### config.mk
export PLATFORM = sky130hd
export DESIGN_NAME = gsst_ctrl
export DESIGN_NICKNAME = d
export VERILOG_FILES = /design/src/design/gsst_pkg.sv /design/src/design/gsst_ctrl.sv
export SDC_FILE = /design/constraint.sdc
export NUM_CORES = 1
export LEC_CHECK = 0
export ABC_AREA = 1
export ABC_CLOCK_PERIOD_IN_PS = 1500
export BUFFER_PORTS_ARGS = -buffer_cell sky130_fd_sc_hd__buf_2
export CORE_MARGIN = 5
export CORE_UTILIZATION = 45
export DETAILED_ROUTE_END_ITERATION = 7
export HOLD_SLACK_MARGIN = 0.12
export PLACE_DENSITY_LB_ADDON = 0.08
export RECOVER_POWER = 100
export SLEW_MARGIN = 15
export SYNTH_ARGS = -nofsm -noshare
export SYNTH_HDL_FRONTEND = slang
export SYNTH_SLANG_ARGS = --single-unit
export TNS_END_PERCENT = 5
### constraint.sdc
create_clock -name clk_i -period 1.5 [get_ports clk_i]
set_clock_uncertainty 0.05 [all_clocks]
set_input_delay 0.3 -clock clk_i [delete_from_list [all_inputs] [get_ports clk_i]]
set_output_delay 0.3 -clock clk_i [all_outputs]
set_load 0.01 [all_outputs]
### src/design/gsst_pkg.sv
// Shared types, constants and helper functions of the Gini split search table.
package gsst_pkg;

  // Sizes of the node table and of the counters.
  localparam int NODE_COUNT = 1024;
  localparam int NODE_BITS  = $clog2(NODE_COUNT);
  localparam int CNT_BITS   = 16;
  localparam int FEAT_BITS  = 8;
  localparam int VAL_BITS   = 32;
  localparam int NUM_BITS   = 48;
  localparam int DEN_BITS   = 32;
  localparam int CROSS_BITS = NUM_BITS + DEN_BITS;
  localparam int MISS_BITS  = 16;

  // Word widths on the stream ports.
  localparam int KIND_BITS   = 3;
  localparam int S_DATA_BITS = 56;
  localparam int M_DATA_BITS = 96;

  // Item kinds.
  localparam logic [KIND_BITS-1:0] KIND_CLEAR = 3'd0;
  localparam logic [KIND_BITS-1:0] KIND_COUNT = 3'd1;
  localparam logic [KIND_BITS-1:0] KIND_START = 3'd2;
  localparam logic [KIND_BITS-1:0] KIND_VISIT = 3'd3;
  localparam logic [KIND_BITS-1:0] KIND_READ  = 3'd4;

  // Multiplier sequence: steps 0 to MUL_LAST.
  localparam int STEP_BITS = 4;
  localparam logic [STEP_BITS-1:0] MUL_LAST = 4'd9;

  // One node's record as kept in the table memory.
  typedef struct packed {
    logic [CNT_BITS-1:0]  node_total;
    logic [CNT_BITS-1:0]  node_true;
    logic [CNT_BITS-1:0]  left_total;
    logic [CNT_BITS-1:0]  left_true;
    logic [CNT_BITS-1:0]  right_true;
    logic [VAL_BITS-1:0]  last_value;
    logic [FEAT_BITS-1:0] pass_feature;
    logic                 scanning;
    logic                 best_found;
    logic [FEAT_BITS-1:0] best_feat;
    logic [VAL_BITS-1:0]  best_thresh;
    logic [MISS_BITS-1:0] best_miss;
    logic [NUM_BITS-1:0]  best_numer;
    logic [DEN_BITS-1:0]  best_denom;
  } node_rec_t;

  localparam int REC_BITS = $bits(node_rec_t);

  // Commands from the controller to the datapath.
  typedef struct packed {
    logic                 clr;
    logic [NODE_BITS-1:0] clr_addr;
    logic                 accept;
    logic                 load;
    logic                 mul;
    logic [STEP_BITS-1:0] step;
    logic                 commit;
  } gsst_cmd_t;

  // Status from the datapath to the controller.
  typedef struct packed {
    logic weigh;
    logic out_stall;
  } gsst_sts_t;

  // Counter increment that holds at the maximum.
  function automatic logic [CNT_BITS-1:0] sat_inc(input logic [CNT_BITS-1:0] c);
    sat_inc = (c == {CNT_BITS{1'b1}}) ? c : c + 1'b1;
  endfunction

  function automatic logic [CNT_BITS-1:0] min_cnt(input logic [CNT_BITS-1:0] a,
                                                  input logic [CNT_BITS-1:0] b);
    min_cnt = (a < b) ? a : b;
  endfunction

endpackage

### src/design/gsst_ctrl.sv
// Controller state machine of the Gini split search table.
module gsst_ctrl (
  input  logic                clk_i,
  input  logic                rst_ni,
  input  logic                s_tvalid_i,
  input  gsst_pkg::gsst_sts_t sts_i,
  output gsst_pkg::gsst_cmd_t cmd_o
);

  localparam logic [2:0] ST_CLR  = 3'd0;
  localparam logic [2:0] ST_IDLE = 3'd1;
  localparam logic [2:0] ST_RD   = 3'd2;
  localparam logic [2:0] ST_LOAD = 3'd3;
  localparam logic [2:0] ST_MUL  = 3'd4;
  localparam logic [2:0] ST_UPD  = 3'd5;

  logic [2:0]                     state_q, state_d;
  logic [gsst_pkg::NODE_BITS-1:0] clr_q, clr_d;
  logic [gsst_pkg::STEP_BITS-1:0] step_q, step_d;

  // Next state logic.
  always_comb begin
    state_d = state_q;
    clr_d   = clr_q;
    step_d  = step_q;
    case (state_q)
      ST_CLR: begin
        clr_d = clr_q + 1'b1;
        if (clr_q == {gsst_pkg::NODE_BITS{1'b1}}) begin
          state_d = ST_IDLE;
        end
      end
      ST_IDLE: begin
        if (s_tvalid_i) begin
          state_d = ST_RD;
        end
      end
      ST_RD: begin
        state_d = ST_LOAD;
      end
      ST_LOAD: begin
        step_d  = '0;
        state_d = sts_i.weigh ? ST_MUL : ST_UPD;
      end
      ST_MUL: begin
        step_d = step_q + 1'b1;
        if (step_q == gsst_pkg::MUL_LAST) begin
          state_d = ST_UPD;
        end
      end
      ST_UPD: begin
        if (!sts_i.out_stall) begin
          state_d = ST_IDLE;
        end
      end
      default: begin
        state_d = ST_IDLE;
      end
    endcase
  end

  always_ff @(posedge clk_i or negedge rst_ni) begin
    if (!rst_ni) begin
      state_q <= ST_CLR;
      clr_q   <= '0;
      step_q  <= '0;
    end else begin
      state_q <= state_d;
      clr_q   <= clr_d;
      step_q  <= step_d;
    end
  end

  // Command word to the datapath.
  always_comb begin
    cmd_o.clr      = (state_q == ST_CLR);
    cmd_o.clr_addr = clr_q;
    cmd_o.accept   = (state_q == ST_IDLE);
    cmd_o.load     = (state_q == ST_LOAD);
    cmd_o.mul      = (state_q == ST_MUL);
    cmd_o.step     = step_q;
    cmd_o.commit   = (state_q == ST_UPD) && !sts_i.out_stall;
  end

endmodule

# ---- Yosys cells after proc, flatten, opt, wreduce, memory -nomap -nowiden
# Cells that the tools add are included.
dict set report totals {
  output_inout_bits 19
  inputBits 5
  reg_bits 17
}
dict set report op_classes {
  n_mux 7
  n_reduce_logical 5
  n_addsub 2
  eq_ne 11
}
# operator n
set op_table {}
lappend op_table {{case mux 3 bit (6 select lines)} 1}
lappend op_table {{two-way mux 3 bit} 4}
lappend op_table {{adder 10 x 1 -> 10 bit (second input constant)} 1}
lappend op_table {{== test 10 bit (second input constant)} 1}
lappend op_table {{case mux 4 bit (2 select lines)} 1}
lappend op_table {{== test 3 x 2 -> 1 bit (second input constant)} 2}
lappend op_table {{== test 3 bit (second input constant)} 2}
lappend op_table {{adder 4 x 1 -> 4 bit (second input constant)} 1}
lappend op_table {{== test 4 bit (second input constant)} 1}
lappend op_table {{!= test 2 x 1 -> 1 bit (second input constant)} 2}
lappend op_table {{!= test 2 bit (second input constant)} 2}
lappend op_table {{AND reduction 4 bit} 1}
lappend op_table {{== test 3 x 1 -> 1 bit (second input constant)} 1}
lappend op_table {{logical NOT 3 bit} 1}
lappend op_table {{nonzero test 2 bit} 1}
lappend op_table {{logical AND 1 bit} 1}
lappend op_table {{logical NOT 1 bit} 1}
lappend op_table {{two-way mux 1 bit} 1}

# ---- Logic depth before layout (Yosys ltp)
dict set report logic_depth {
  depth_word 3
  depth_mapped 8
}

# ---- Worst setup path after synthesis
# Ideal clock, no wire load.
dict set report synth_timing {
  path_kind {reg-to-reg}
  startpoint {register clr_q[0] (netlist name)}
  endpoint {register state_q[2]}
  period_less_slack_ps 1270
  stages_incl_launch_ff 8
  setup_ps 117
  arrival_ps 1102
  path_slack_ps 230
  cell_sequence {dfrtp_1 ha_1 inv_1 nor2_1 nand3b_1 nand2_1 nand3_1 nand2_1}
}
dict set report synth_between {
  elab_chain_cells 3
}
# item line_no
set synth_rtl {}
lappend synth_rtl {{start, declared} gsst_ctrl.sv:18} ;# logic [gsst_pkg::NODE_BITS-1:0] clr_q, clr_d;
lappend synth_rtl {{start signal, assigned} gsst_ctrl.sv:69} ;# clr_q <= clr_d;
lappend synth_rtl {{== test 10 bit} gsst_ctrl.sv:29} ;# if (clr_q == {gsst_pkg::NODE_BITS{1'b1}}) begin
lappend synth_rtl {{!= test 2 x 1 -> 1 bit (no source line)} -}
lappend synth_rtl {{AND reduction 4 bit (no source line)} -}
lappend synth_rtl {{end signal, assigned} gsst_ctrl.sv:68} ;# state_q <= state_d;
lappend synth_rtl {{end, declared} gsst_ctrl.sv:17} ;# logic [2:0] state_q, state_d;
# No other way between the ends.
# A chain may end at the register's enable or synchronous reset.

==> flow_summary.json <==
{
  "status": "complete, but fails checks",
  "violations": "setup timing",
  "place_inst": 164,
  "rows": 16,
  "htree_levels": 1,
  "layout-drive-gt1-share_pct": 33.1,
  "reg2reg_depth": 6,
  "finalSetupViolations": 5,
  "die_area_um2": 3130,
  "worstHoldPathCells": 4,
  "setup_slack_ns": -0.0670,
  "worst_setup_path_end_kind": "output port",
  "synth_fp_nets": 122,
  "area_growth_pct": 26.4,
  "initial_core_util_pct": 47.9,
  "coreArea_um2": 1980,
  "synth_warnings": 0,
  "final_cell_mix": "nand2_1, buf_2, dfrtp_1, inv_1, nor2_1",
  "period_share_pct": 104,
  "fillers": 196,
  "crit_fanout": 6,
  "ant_nets": 0,
  "via_per_inst": 4.65,
  "power.leakage_uw": 0.000628,
  "final_nets": 154,
  "grtUsageTotal_pct": 13.3,
  "maxCapViolations": 0,
  "hold_viol": 0,
  "grt_max_degree": 18,
  "power_density_nw_per_um2": 608,
  "cts_max_path_buffers": 2,
  "drc": 0,
  "fmax_mhz": 638,
  "crit_slowest_cell": "dfrtp_2",
  "grt_pass1_vias": 755,
  "crit_type": "flop to output port",
  "ys_seq_elements": 17,
  "slew_headroom_pct": 71.5,
  "r2r_start": "state_q[1]",
  "globalRouteOverflowTotal": 0,
  "cts_sinks": 17,
  "vias": 800,
  "antenna_found_initial": 0,
  "syn_inst": 114,
  "cts_root_buffer": "clkbuf_4",
  "stdcell_count": 172,
  "ff2ff_setup_slack_ns": 0.08,
  "syn_avg_cell_area_um2": 8.33,
  "synthesis.area_um2": 950,
  "grt_pass1_wl_mm": 3.35,
  "crit_path_max_incr_delay_ns": 0.46,
  "hold_path_class": "input pin to flop",
  "diodes": 0,
  "clkLatencyLatePin_ns": 0.29,
  "min_from": "sts_i[1]",
  "layout_min_cycle_time_ns": 1.57,
  "holdPathEnd": "state_q[0]",
  "synth.distinct_cells": 22,
  "drv_slew": 0,
  "crit_buf_inv": 2,
  "port_buffers": 23,
  "mostFrequentLayoutCell": "nand2_1",
  "critPathTopFamily": "flip-flops",
  "wl_per_cell_um": 11.4,
  "die_h_um": 55.9,
  "worstPathArrival_ns": 1.22,
  "crit_chain": "nor2_4 > nand2_4 > inv_4 > buf_6",
  "synth-seq-area-share_pct": 44.8,
  "numCtsBuffers": 3,
  "critPathLaunchType": "flop",
  "initialDrtViolationCount": 14,
  "tritoncts": "built",
  "clk_pin_slew_worst_paths_ns": 0.10,
  "routed_wl_mm": 1.96,
  "worst_pin_slew_ns": 0.428,
  "gp_congestion": 0.732,
  "hold_ws_ns": 0.249,
  "critPathRequiredTime_ns": 1.15,
  "max-vdd-ir-drop_mv": 0.454,
  "hpwl_mm": 1.49,
  "rsz0062_at_grt": "yes",
  "die_w_um": 55.9,
  "boundaryPins": 24,
  "r2r-end": "clr_q[7]",
  "dr.pass1.iters": 4
}
[flip-flops by register name, summed over array words and instances (netlist names)]
signal   count
clr_q       10
state_q      3
step_q       4
[routing by layer]
metal | global-route usage (%) | part of all wire, % | vias up
li1 | - | - | 418
met1 | 18.7 | 49 | 362
met2 | 19.4 | 45 | 16
met3 | 3.94 | 4.4 | 4
met4 | 4.07 | 1.3 | 0
met5 | 0 | 0 | -
[cell usage after synthesis (all sizes together)]
cell type	number	area share, %
a21oi	3	1.6
dfrtp	17	45
ha	3	4.0
inv	18	7.4
nand2	31	14
nand3	8	4.7
nand3b	2	1.6
nand4	2	1.3
nor2	16	8.7
nor3	1	1.7
nor4	1	0.66
o21ai	2	1.1
o22ai	2	1.3
xnor2	5	4.6
xor2	3	2.8
[how the worst max path moves through the flow]
stage / startpoint / endpoint / slack, ns / depth (start not counted)
2_1_floorplan: clr_q[0] / state_q[2] / 0.23 / 7
3_3_place_gp: clr_q[0] / state_q[0] / 0.15 / 7
3_5_place_dp: clr_q[0] / state_q[2] / 0.16 / 7
4_1_cts: state_q[1] / cmd_o[0] / -0.07 / 2
5_1_grt: state_q[0] / cmd_o[6] / -0.13 / 5
6_report: state_q[1] / cmd_o[5] / -0.07 / 4
[cell families after synthesis]
family	Yosys count	share of synthesized area, %
fa+ha+maj	3	3.95
flops	17	44.8
buf+inv	18	7.38
simple gates	61	32.5
compound gates	7	3.95
xor+xnor	8	7.38
[per-stage QoR]
stage / utilization (%) / worst slack [ns] / setup TNS, ns / cell area (um2) / power (uW)
6_report: 60.5 / -0.0670 / -0.200 / 1200 / 729
3_5_place_dp: 55.4 / 0.160 / 0 / 1100 / 482
4_1_cts: 59.3 / -0.0701 / -0.245 / 1180 / 735
2_1_floorplan: - / 0.230 / 0 / 950 / 468
3_3_place_gp: 55.4 / 0.153 / 0 / 1100 / 482
5_1_grt: 60.5 / -0.131 / -0.523 / 1200 / 762
[final cells by class]
| class | instances | area [um2] | share of cell area [%] |
|---|---|---|---|
| timing repair buffer | 27 | 166 | 13.9 |
| sequential | 17 | 428 | 35.7 |
| inverter | 18 | 72.6 | 6.05 |
| clock buffer | 4 | 26.3 | 2.19 |
| multi-input combinational | 79 | 473 | 39.4 |
| tap | 27 | 33.8 | 2.82 |
[report_power, final]
| group | internal (uW) | total (uW) | switching (uW) |
|---|---|---|---|
| logic | 5.51 | 16.4 | 10.9 |
| registers | 458 | 458 | 0 |
| clock network | 103 | 255 | 151 |
[worst register-to-register path, delay by kind of cell (launching register included)]
kind	cells	cell delay (ns)
buf+inv	1	0.18
flops	1	0.46
xor+xnor	1	0.13
simple gates	4	0.50
[repair_timing]
item	CTS	global route
hold endpoints to repair	17	0
setup endpoints to repair	5	6
cloned	0	0
resized for setup	8	4
pin swaps	4	3
buffers inserted	2	1
hold buffers	1	0
Note: power is estimated with default switching activity, not from simulation.
